File: config.mk
export PLATFORM = sky130hd
export DESIGN_NAME = espi_ctrl
export DESIGN_NICKNAME = d
export VERILOG_FILES = /design/src/hw/rtl/espi_pkg.sv /design/src/hw/rtl/espi_ctrl.sv
export SDC_FILE = /design/constraint.sdc
export NUM_CORES = 1
export LEC_CHECK = 0
export BUFFER_PORTS_ARGS = -buffer_cell sky130_fd_sc_hd__buf_2
export CAP_MARGIN = 20
export CORE_AREA = 2 2 39 41
export CTS_CLUSTER_DIAMETER = 80
export DETAILED_ROUTE_END_ITERATION = 12
export DIE_AREA = 0 0 41 43
export PLACE_DENSITY_LB_ADDON = 0.1
export RECOVER_POWER = 100
export SYNTH_ARGS = -nofsm -noshare
export SYNTH_HDL_FRONTEND = slang
export SYNTH_SLANG_ARGS = --single-unit
export TNS_END_PERCENT = 30
File: constraint.sdc
create_clock -name i_clk -period 1 [get_ports i_clk]
set_input_delay 0.05 -clock i_clk [delete_from_list [all_inputs] [get_ports i_clk]]
set_output_delay 0.05 -clock i_clk [all_outputs]
set_load 0.02 [all_outputs]
File: src/hw/rtl/espi_pkg.sv
// Package with the types, constants and helper functions of the speed controller.
`default_nettype none
package espi_pkg;

    localparam int COUNT_BITS = 16;
    localparam int FRAC_BITS  = 16;
    localparam int CFG_IDX_W  = 3;

    localparam logic [CFG_IDX_W-1:0] CFG_KP          = 3'd0;
    localparam logic [CFG_IDX_W-1:0] CFG_KI_HALF_T   = 3'd1;
    localparam logic [CFG_IDX_W-1:0] CFG_INTEG_MAX   = 3'd2;
    localparam logic [CFG_IDX_W-1:0] CFG_INTEG_MIN   = 3'd3;
    localparam logic [CFG_IDX_W-1:0] CFG_OUT_MAX     = 3'd4;
    localparam logic [CFG_IDX_W-1:0] CFG_OUT_MIN     = 3'd5;
    localparam logic [CFG_IDX_W-1:0] CFG_SPEED_SCALE = 3'd6;

    localparam logic [30:0] SPEED_SCALE_RESET = 31'd65536;

    localparam logic [1:0] DIR_HALT = 2'd0;
    localparam logic [1:0] DIR_FWD  = 2'd1;
    localparam logic [1:0] DIR_REV  = 2'd2;

    typedef struct packed {
        logic        [15:0] count;
        logic signed [31:0] setpoint;
    } t_in_item;

    typedef struct packed {
        logic signed [31:0] drive;
        logic signed [31:0] speed;
        logic signed [15:0] delta;
        logic        [1:0]  direction;
    } t_out_item;

    typedef struct packed {
        logic                 valid;
        logic [CFG_IDX_W-1:0] index;
        logic [31:0]          data;
    } t_cfg_wr;

    typedef enum logic [2:0] {
        S_IDLE,
        S_SPEED,
        S_ERROR,
        S_PROP,
        S_INC,
        S_INTEG,
        S_DRIVE
    } t_state;

    typedef enum logic [2:0] {
        OP_NONE,
        OP_SPEED,
        OP_ERROR,
        OP_PROP,
        OP_INC,
        OP_INTEG,
        OP_DRIVE
    } t_dp_op;

    typedef struct packed {
        logic   load_in;
        t_dp_op op;
    } t_cmd;

    typedef struct packed {
        logic out_busy;
    } t_stat;

    function automatic logic signed [31:0] sat32(input logic signed [64:0] v);
        logic signed [31:0] r;
        if ((&v[64:31]) || !(|v[64:31])) begin
            r = v[31:0];
        end else if (v[64]) begin
            r = 32'sh8000_0000;
        end else begin
            r = 32'sh7FFF_FFFF;
        end
        return r;
    endfunction

    function automatic logic signed [31:0] clamp32(input logic signed [32:0] v,
                                                   input logic signed [31:0] hi,
                                                   input logic signed [31:0] lo);
        logic signed [31:0] r;
        if (v > 33'(hi)) begin
            r = hi;
        end else if (v < 33'(lo)) begin
            r = lo;
        end else begin
            r = v[31:0];
        end
        return r;
    endfunction

endpackage
`default_nettype wire

File: src/hw/rtl/espi_ctrl.sv
// Controller state machine that sequences the datapath steps of one control tick.
`default_nettype none
module espi_ctrl (
    input  wire logic           i_clk,
    input  wire logic           i_rst_n,
    input  wire logic           i_in_valid,
    output logic                o_in_stall,
    input  wire espi_pkg::t_stat i_stat,
    output espi_pkg::t_cmd      o_cmd
);
    import espi_pkg::*;

    t_state r_state;
    t_state n_state;

    always_ff @(posedge i_clk) begin
        if (!i_rst_n) begin
            r_state <= S_IDLE;
        end else begin
            r_state <= n_state;
        end
    end

    always_comb begin
        n_state       = r_state;
        o_cmd.load_in = 1'b0;
        o_cmd.op      = OP_NONE;
        o_in_stall    = 1'b1;
        case (r_state)
            S_IDLE: begin
                o_in_stall = 1'b0;
                if (i_in_valid) begin
                    o_cmd.load_in = 1'b1;
                    n_state       = S_SPEED;
                end
            end
            S_SPEED: begin
                o_cmd.op = OP_SPEED;
                n_state  = S_ERROR;
            end
            S_ERROR: begin
                o_cmd.op = OP_ERROR;
                n_state  = S_PROP;
            end
            S_PROP: begin
                o_cmd.op = OP_PROP;
                n_state  = S_INC;
            end
            S_INC: begin
                o_cmd.op = OP_INC;
                n_state  = S_INTEG;
            end
            S_INTEG: begin
                o_cmd.op = OP_INTEG;
                n_state  = S_DRIVE;
            end
            S_DRIVE: begin
                if (!i_stat.out_busy) begin
                    o_cmd.op = OP_DRIVE;
                    n_state  = S_IDLE;
                end
            end
            default: begin
                n_state = S_IDLE;
            end
        endcase
    end

endmodule
`default_nettype wire

Yosys cells after proc, flatten, opt, wreduce, memory -nomap -nowiden
Index checks and enable logic that the tools add are counted.
{"block": "totals", "ff_bits": 3, "elab_cells": 19}
{"block": "classes", "n_eq_ne": 8, "n_mux": 8, "n_reduce_logical": 2}
{"op": "$pmux W3 S7", "count": 1}
{"op": "$pmux W3 S6", "count": 1}
{"op": "$eq A3 B3 Y1 const B", "count": 3}
{"op": "$mux W3", "count": 3}
{"op": "$eq A3 B2 Y1 const B", "count": 2}
{"op": "$ne A2 B2 Y1 const B", "count": 2}
{"op": "$eq A3 B1 Y1 const B", "count": 1}
{"op": "$logic_not A3 Y1", "count": 1}
{"op": "$mux W1", "count": 3}
{"op": "$reduce_and A2 Y1", "count": 1}

Longest topological paths before layout
Gate-level depths: netlist of run 1.
{"block": "logic_depth", "depth_word": 3, "mapped_depth": 3, "mapped_depth_nobuf": 3}

Worst setup path after synthesis of run 1
OpenSTA, ideal clock, no wires.
{"block": "synth_timing", "kind": "reg2out", "start": "reg r_state[0]", "end": "out o_cmd[2] (netlist name)", "t_arrival_ns": 1.103, "t_required_ns": 0.950, "setup_slack_ns": -0.153, "stages_incl_launch_ff": 3, "path_buffers": 0, "path_cell_list": "dfxtp_1 > or2_1 > a21boi_0"}
{"item": "start: declaration", "line": "espi_ctrl.sv:13", "source": "t_state r_state;"}
{"item": "start signal: assignment", "line": "espi_ctrl.sv:20", "source": "r_state <= n_state;"}
{"item": "end: declaration", "line": "espi_ctrl.sv:9", "source": "output espi_pkg::t_cmd o_cmd"}

==> results of run 1 <==
cell usage after synthesis:
cell type | n | area [um^2]
nor3_1 | 1 | 5.00
or3_4 | 1 | 11.3
nor2_2 | 1 | 6.26
a21oi_1 | 3 | 15.0
nor2b_1 | 3 | 18.8
or2_1 | 1 | 6.26
inv_1 | 3 | 11.3
nor2_1 | 1 | 3.75
a21boi_0 | 2 | 15.0
nand3b_1 | 1 | 7.51
nand2b_1 | 1 | 6.26
dfxtp_1 | 3 | 60.1
o21ai_0 | 1 | 5.00
a2111oi_2 | 1 | 15.0
metal layers:
layer,up-vias,track usage,part of all wire
li1,108,-,-
met5,-,0,0
met2,4,0.0969,0.51
met1,88,0.0673,0.44
met4,0,0.0400,0
met3,0,0.0471,0.043
through the flow:
| step | setup slack [ns] | utilization | cell area [um^2] | setup TNS (ns) |
|---|---|---|---|---|
| after floorplan | 0.00471 | - | 194 | 0 |
| after global placement | -0.0456 | 0.194 | 269 | -0.0456 |
| after detailed placement | -0.0488 | 0.194 | 269 | -0.0488 |
| after CTS | -0.209 | 0.230 | 318 | -0.738 |
| after global routing | -0.243 | 0.237 | 328 | -0.850 |
| final | -0.200 | 0.237 | 328 | -0.618 |
final cells by class:
cell class | count | area (um^2) | area share
Inverter | 3 | 11.3 | 0.0344
Tap cell | 16 | 20.0 | 0.0611
Timing Repair Buffer | 11 | 76.3 | 0.233
Clock buffer | 4 | 26.3 | 0.0802
Multi-Input combinational cell | 17 | 128 | 0.389
Sequential cell | 3 | 66.3 | 0.202
cells by family after synthesis:
| logic type | after synthesis | share of synthesized area |
|---|---|---|
| AOI/OAI and AO/OA | 7 | 0.268 |
| buffers and inverters | 3 | 0.0604 |
| and+or+nand+nor | 10 | 0.349 |
| DFF | 3 | 0.322 |
worst paths after layout:
check / startpoint / cells past startpoint / end
setup / recovery: r_state[0]$_SDFFE_PN0P_ / 3 / o_cmd[3]
hold / removal: i_rst_n / 3 / r_state[1]$_SDFFE_PN0P_
hold reg to reg: r_state[0]$_SDFFE_PN0P_ / 2 / r_state[0]$_SDFFE_PN0P_
setup reg to reg: r_state[2]$_SDFFE_PN0P_ / 2 / r_state[0]$_SDFFE_PN0P_
timing repair:
| action | in CTS | in global routing |
|---|---|---|
| setup endpoints to repair | 5 | 5 |
| resized for setup | 6 | 4 |
| pin swaps | 5 | 0 |
| buffers inserted | 1 | 0 |
worst max-delay path, delay by kind of cell, from the launching register on:
family | cells | cell delay, ns
DFF | 1 | 0.34
buffers and inverters | 1 | 0.12
and+or+nand+nor | 2 | 0.47
where the power goes:
group          total [mW]  switching (mW)  internal, mW
sequential          0.139         0.00779         0.131
clock               0.208          0.0586         0.149
combinational       0.154          0.0805        0.0739
total               0.501           0.147         0.354
==> impl_metrics.csv, run 1 <==
group,metric,value,unit
worst_setup_path,setup.worst_path.end_class,"output port",
global_routing,grtUsageTotal,0.0672,
hold_path,min-delay-path-class,"in -> reg",
floorplanning,die_area,0.00176,mm^2
routing,route.detailed.wl_per_inst,9.02,um
placed_design,placement.io_buffers,8,
routing,dr_total_vias,200,
timing,finalHoldViolations,0,
synthesis,synthesis.instances,23,
timing,drv_slew,0,
outcome,violations,"setup timing",
timing,timing.final.ws_setup,-0.200,ns
placed_design,dp.cells,49,
routing,drtPass1Iterations,3,
timing,finalCriticalPeriod,1.20,ns
clocking,cts_made_buffers,3,
global_routing,gr-total-overflow,0,
routing,routed_wirelength,487,um
timing,timing.slew.headroom,0.824,
floorplanning,area_of_the_core_region,0.00138,mm^2
worst_setup_path,timing.critical_path.fanout_max,4,
cells_and_area,largest_registers,"r_state: 3 flops",
floorplanning,initial_cell_density_of_the_core,0.135,
power,p_leak,0.144,nW
worst_setup_path,cp_slowest_stage_delay,0.38,ns
floorplanning,die_height,43,um
cells_and_area,final_nets,43,
floorplanning,design.portCount,9,
global_routing,grt_pass1_vias,195,
worst_setup_path,timing.critical_path.slowest_stage_cell,"or3_4",
power,total_power,0.501,mW
power,pwr_density_cell,1530,mW/mm^2
cells_and_area,most-common-layout-cells,"buf_4, buf_2, inv_1, nor2b_1, clkbuf_4",
global_routing,grt_antenna_before_repair,0,
floorplanning,num_rows,14,
clocking,cts.htree.levels,1,
clocking,clk-insertion-delay-late,0.23,ns
timing,period_share,1.20,
power,ir_drop,0.556,mV
clocking,cts.reportedPaths.clkPinSlew,0.04,ns
floorplanning,floorplan.die.width,41,um
cells_and_area,layoutNonFillerInstCount,54,
synthesis,synth_area_per_cell,8.11,um^2
worst_setup_path,crit_arrival,1.15,ns
routing,vias_per_cell,3.70,
routing,route.antenna.remaining_nets,0,
synthesis,postSynthNetCount,27,
placed_design,place.gp.congestion,0.613,
synthesis,ys_seq_elements,3,
cells_and_area,mostFrequentLayoutCell,"buf_4",
cells_and_area,drive_gt1_frac,0.579,
cells_and_area,fillerInstances,151,
timing,setup_viol,5,
timing,rsz0062_at_grt,"yes",
worst_setup_path,setup.reg_to_reg.worst_slack,0.05,ns
timing,worst-slew-pin-transition,0.263,ns
synthesis,post_synth_num_cell_types,14,
cells_and_area,syn_to_final_growth,75.8,%
timing,fin_worst_hold_slack,0.102,ns
global_routing,grt_first_pass_wirelength,772,um
placed_design,detailed_place_hpwl,339,um
worst_setup_path,crit_chain,"or3_4 > nor2_4 > buf_6",
outcome,outcome,"complete, but fails checks",
worst_setup_path,worstSetupStartpointType,"flip-flop",
timing,clock.fmax,833,MHz
timing,fin_worst_skew,0.000974,ns
worst_setup_path,timing.critical_path.required,0.95,ns
global_routing,pin_count_of_the_biggest_net_entering_global_routing,9,
routing,drt_first_iter_violations,4,
clocking,cts.root.buffer_cell,"clkbuf_4",
cells_and_area,largest_reg_flops,3,
clocking,tritoncts,"done",
synthesis,netlist_area,186,um^2
clocking,numClockSinks,3,
cells_and_area,top_register,"r_state",
job,cap_viol_max_count,0,
clocking,post_cts_hold_fix_bufs,0,
worst_setup_path,crit_type,"reg -> out",
synthesis,yosys_warnings,0,
cells_and_area,n_antenna_cell,0,
clocking,cts-root-to-sink-buffers,2,
synthesis,seq_area_frac_synth,0.322,
routing,drc_errors,0,
No activity file was read; power rests on OpenSTA's default activity.
==> inputs of run 2 (changes only) <==
Clock period 1 ns to 1.15 ns, I/O delays scaled along.
==> run 2 against run 1 <==
  * The run still ends with setup timing left
  * Die area unchanged
  * Clock power decreased by 12%
  * Clock skew about the same
  * Register-to-register slack improved by 0.19 ns
  * Flip-flop and latch count unchanged
  * Highest routed layer is now met4
==> impl_metrics.csv, run 2 (same netlist as run 1, synthesis figures left out) <==
group,metric,value,unit
outcome,outcome,"complete, but fails checks",
outcome,violations,"setup timing",
timing,worst-slew-pin-transition,0.256,ns
hold_path,min-delay-path-class,"in -> reg",
placed_design,pre_cts_ws,0.111,ns
global_routing,pin_count_of_the_biggest_net_entering_global_routing,10,
clocking,cts.reportedPaths.clkPinSlew,0.04,ns
timing,setup_viol,2,
routing,drtPass1Iterations,2,
routing,dr_total_vias,202,
cells_and_area,final_cell_area,318,um^2
routing,route.detailed.wl_per_inst,8.31,um
timing,setup_total_negative_slack,-0.0961,ns
power,pwr_density_cell,1360,mW/mm^2
floorplanning,floorplan.die.width,41,um
worst_setup_path,timing.critical_path.required,1.09,ns
worst_setup_path,crit_type,"reg -> out",
worst_setup_path,setup.worst_path.end_class,"output port",
floorplanning,design.portCount,9,
timing,drv_slew,0,
floorplanning,die_height,43,um
cells_and_area,final_nets,43,
cells_and_area,largest_reg_flops,3,
placed_design,placement.cell_area,254,um^2
timing,finalHoldViolations,0,
routing,routed_wirelength,449,um
cells_and_area,layoutNonFillerInstCount,54,
timing,period_share,1.06,
timing,finalCriticalPeriod,1.21,ns
routing,drt_first_iter_violations,1,
timing,rsz0062_at_grt,"yes",
routing,route.antenna.remaining_nets,0,
clocking,cts-root-to-sink-buffers,2,
clocking,numClockSinks,3,
timing,timing.slew.headroom,0.829,
power,ir_drop,0.299,mV
routing,drc_errors,0,
clocking,cts.htree.levels,1,
global_routing,gr-total-overflow,0,
global_routing,grt_first_pass_wirelength,614,um
floorplanning,area_of_the_core_region,0.00138,mm^2
cells_and_area,n_antenna_cell,0,
global_routing,grtUsageTotal,0.0632,
timing,fin_worst_skew,0.000837,ns
cells_and_area,top_register,"r_state",
floorplanning,initial_cell_density_of_the_core,0.135,
floorplanning,die_area,0.00176,mm^2
timing,timing.final.ws_setup,-0.0637,ns
clocking,clk-insertion-delay-late,0.23,ns
global_routing,grt_pass1_vias,171,
timing,clock.fmax,824,MHz
worst_setup_path,worstSetupStartpointType,"flip-flop",
cells_and_area,most-common-layout-cells,"buf_2, buf_4",
floorplanning,num_rows,14,
job,cap_viol_max_count,0,
clocking,cts_made_buffers,3,
power,total_power,0.433,mW
placed_design,dp.cells,48,
power,p_leak,0.142,nW
clocking,tritoncts,"done",
clocking,cts.root.buffer_cell,"clkbuf_4",
worst_setup_path,crit_arrival,1.16,ns
cells_and_area,drive_gt1_frac,0.526,
cells_and_area,largest_registers,"r_state: 3 flops",
routing,vias_per_cell,3.74,
worst_setup_path,timing.critical_path.fanout_max,4,
placed_design,placement.io_buffers,8,
placed_design,place.gp.congestion,0.600,
cells_and_area,syn_to_final_growth,70.5,%
global_routing,grt_antenna_before_repair,0,
[run 2: cell counts in the layout (fill, tap and decap cells not counted)]
Identical to the previous run, type by type.
[run 2: per-stage QoR]
stage / hold WS (ns) / utilization
2_1_floorplan: 0.218 / -
3_3_place_gp: 0.347 / 0.184
3_5_place_dp: 0.332 / 0.184
4_1_cts: 0.0853 / 0.229
5_1_grt: 0.118 / 0.230
6_report: 0.0928 / 0.230
[run 2: worst max-delay path: stages, from the launching register on]
cell     delay (ns)
dfxtp_4        0.34
or3_4          0.38
nor2_4         0.09
buf_6          0.11
[run 2: final cells by class]
| class | count | area [um^2] |
|---|---|---|
| fill | 162 | 1070 |
| tap | 16 | 20.0 |
| inverter | 3 | 11.3 |
| timing repair buffer | 11 | 73.8 |
| sequential | 3 | 66.3 |
| multi-input combinational | 17 | 120 |
| clock buffer | 4 | 26.3 |
[run 2: worst paths after layout]
| path | start | endpoint | slack (ns) | depth (start not counted) |
|---|---|---|---|---|
| max | r_state[0]$_SDFFE_PN0P_ | o_cmd[3] | -0.06 | 3 |
| min | i_rst_n | r_state[1]$_SDFFE_PN0P_ | 0.09 | 3 |
| max reg2reg | r_state[1]$_SDFFE_PN0P_ | r_state[1]$_SDFFE_PN0P_ | 0.24 | 4 |
| min reg2reg | r_state[2]$_SDFFE_PN0P_ | r_state[0]$_SDFFE_PN0P_ | 0.52 | 1 |
[run 2: per-layer routing]
metal	part of all wire	global-route usage	vias up
met4	0.020	0.100	0
met1	0.41	0.0449	88
met5	0	0	-
li1	-	-	107
met3	0.071	0.0471	2
met2	0.49	0.0781	5
[run 2: timing repair]
item                       CTS  global route
hold buffers                 0             0
buffers inserted             2             0
gates resized for setup      8             1
setup endpoints to repair    4             5
pin swaps                    4             1
[run 2: power by group]
| group | leakage [nW] | switching [mW] | internal, mW |
|---|---|---|---|
| clock network | 0.0150 | 0.0532 | 0.130 |
| logic | 0.101 | 0.0638 | 0.0625 |
| registers | 0.0261 | 0.00960 | 0.114 |
| total | 0.142 | 0.127 | 0.306 |
==> inputs of run 3 (changes only) <==
==> constraint.sdc (replaced) <==
create_clock -name i_clk -period 1.15 [get_ports i_clk]
set_input_delay 0.1725 -clock i_clk [delete_from_list [all_inputs] [get_ports i_clk]]
set_output_delay 0.1725 -clock i_clk [all_outputs]
set_load 0.02 [all_outputs]
==> run 3 against run 2 <==
  * Critical path depth stayed put
  * Clock skew is essentially flat
  * Largest cell class unchanged
  * Final area unchanged
  * Die area unchanged
  * The run still ends with setup timing left
  * Highest routed layer is now met3
==> impl_metrics.csv, run 3 (same netlist as run 1, synthesis figures left out) <==
group,metric,value,unit
clocking,numClockSinks,3,
timing,finalHoldViolations,0,
placed_design,placement.io_buffers,8,
outcome,violations,"setup timing",
outcome,outcome,"complete, but fails checks",
routing,route.detailed.wl_per_inst,8.80,um
worst_setup_path,crit_type,"reg -> out",
timing,drv_slew,0,
timing,timing.final.ws_setup,-0.171,ns
worst_setup_path,r2r_end,"r_state[0]$_SDFFE_PN0P_",
timing,timing.slew.headroom,0.846,
cells_and_area,drive_gt1_frac,0.526,
power,total_power,0.439,mW
clocking,clk-insertion-delay-late,0.23,ns
routing,dr_total_vias,209,
placed_design,detailed_place_hpwl,367,um
cells_and_area,most-common-layout-cells,"buf_4, buf_2, inv_1, nor2b_1, clkbuf_4",
clocking,cts.root.buffer_cell,"clkbuf_4",
placed_design,dp.cells,50,
hold_path,min-delay-path-class,"in -> reg",
floorplanning,die_height,43,um
clocking,cts.reportedPaths.clkPinSlew,0.04,ns
routing,vias_per_cell,3.87,
worst_setup_path,cp_capture_point,"o_cmd[3]",
worst_setup_path,ff2ff_path_depth,3,
routing,drtPass1Iterations,2,
timing,rsz0062_at_grt,"yes",
job,cap_viol_max_count,0,
global_routing,grt_pass1_vias,185,
routing,drc_errors,0,
cells_and_area,n_antenna_cell,0,
worst_setup_path,timing.critical_path.required,0.98,ns
power,ir_drop,0.367,mV
power,pwr_density_cell,1380,mW/mm^2
worst_setup_path,timing.critical_path.fanout_max,2,
cells_and_area,finish.utilization,0.230,
timing,finalCriticalPeriod,1.32,ns
routing,route.antenna.remaining_nets,0,
global_routing,grt_antenna_before_repair,0,
clocking,cts_made_buffers,3,
power,p_leak,0.142,nW
clocking,cts.htree.levels,1,
routing,drt_first_iter_violations,1,
global_routing,pin_count_of_the_biggest_net_entering_global_routing,9,
placed_design,place.gp.congestion,0.687,
clocking,tritoncts,"done",
floorplanning,num_rows,14,
worst_setup_path,crit_arrival,1.15,ns
cells_and_area,syn_to_final_growth,70.5,%
cells_and_area,mostFrequentLayoutCell,"buf_4",
timing,clock.fmax,757,MHz
worst_setup_path,worstSetupStartpointType,"flip-flop",
routing,routed_wirelength,475,um
cells_and_area,largest_registers,"r_state: 3 flops",
global_routing,gr-total-overflow,0,
cells_and_area,layoutNonFillerInstCount,54,
timing,setup_viol,5,
floorplanning,die_area,0.00176,mm^2
timing,worst-slew-pin-transition,0.229,ns
timing,period_share,1.15,
placed_design,pre_cts_ws,0.0431,ns
worst_setup_path,timing.rr.start,"r_state[2]$_SDFFE_PN0P_",
cells_and_area,final_nets,43,
worst_setup_path,setup.reg_to_reg.worst_slack,0.19,ns
clocking,cts-root-to-sink-buffers,2,
global_routing,grt_first_pass_wirelength,676,um
floorplanning,design.portCount,9,
cells_and_area,largest_reg_flops,3,
floorplanning,area_of_the_core_region,0.00138,mm^2
cells_and_area,top_register,"r_state",
floorplanning,floorplan.die.width,41,um
timing,fin_worst_skew,0.00108,ns
worst_setup_path,crit_start,"r_state[1]$_SDFFE_PN0P_",
worst_setup_path,setup.worst_path.end_class,"output port",
floorplanning,initial_cell_density_of_the_core,0.135,
global_routing,grtUsageTotal,0.0641,
## run 3: cell types whose count changed in the layout (fill, tap and decap cells not counted), sizes merged
cell | previous run | this run
clkbuf | 4 | 5
buf | 11 | 10
## run 3: repair_timing
item                       in CTS  in global routing
setup endpoints to repair       5                  5
resized for setup               8                  2
pin swaps                       4                  0
cloned                          0                  0
setup buffers                   0                  0
hold buffers                    0                  0
## run 3: worst min path at each step
stage / cells past startpoint / from / slack [ns] / endpoint
after detailed placement: 3 / i_rst_n / 0.47 / r_state[1]$_SDFFE_PN0P_
after global routing: 3 / i_rst_n / 0.22 / r_state[0]$_SDFFE_PN0P_
final: 3 / i_rst_n / 0.22 / r_state[0]$_SDFFE_PN0P_
after CTS: 3 / i_rst_n / 0.22 / r_state[0]$_SDFFE_PN0P_
after global placement: 3 / i_rst_n / 0.46 / r_state[1]$_SDFFE_PN0P_
after floorplan: 2 / i_rst_n / 0.33 / r_state[1]$_SDFFE_PN0P_
## run 3: cell type report
type                    count  area, um^2
clock buffers               4        26.3
fillers                   165        1070
inverters                   3        11.3
multi-input cells          17         124
flip-flops and latches      3        62.6
well taps                  16        20.0
repair buffers             11        73.8
## run 3: through the flow
| step | area (um^2) | TNS [ns] | hold WS (ns) |
|---|---|---|---|
| 2_1_floorplan | 186 | -0.0373 | 0.333 |
| 3_3_place_gp | 269 | 0 | 0.464 |
| 3_5_place_dp | 269 | 0 | 0.471 |
| 4_1_cts | 315 | -0.556 | 0.218 |
| 5_1_grt | 318 | -0.796 | 0.223 |
| 6_report | 318 | -0.538 | 0.223 |
## run 3: report_power, final
group	switching [mW]	internal [mW]
Sequential	0.00564	0.114
Combinational	0.0699	0.0624
Clock	0.0563	0.130
Total	0.132	0.307
## run 3: worst max-delay path, stage by stage, from the launching register on
cell and delay (ns):
dfxtp_2 0.31, or3_4 0.40, nor2_4 0.09, buf_6 0.12
## run 3: metal layers
layer,global-route usage,up-vias,wire length [um]
li1,-,107,-
met1,0.0541,95,174
met2,0.0906,7,257
met3,0.0471,0,43
met4,0.0600,0,0
met5,0,-,0
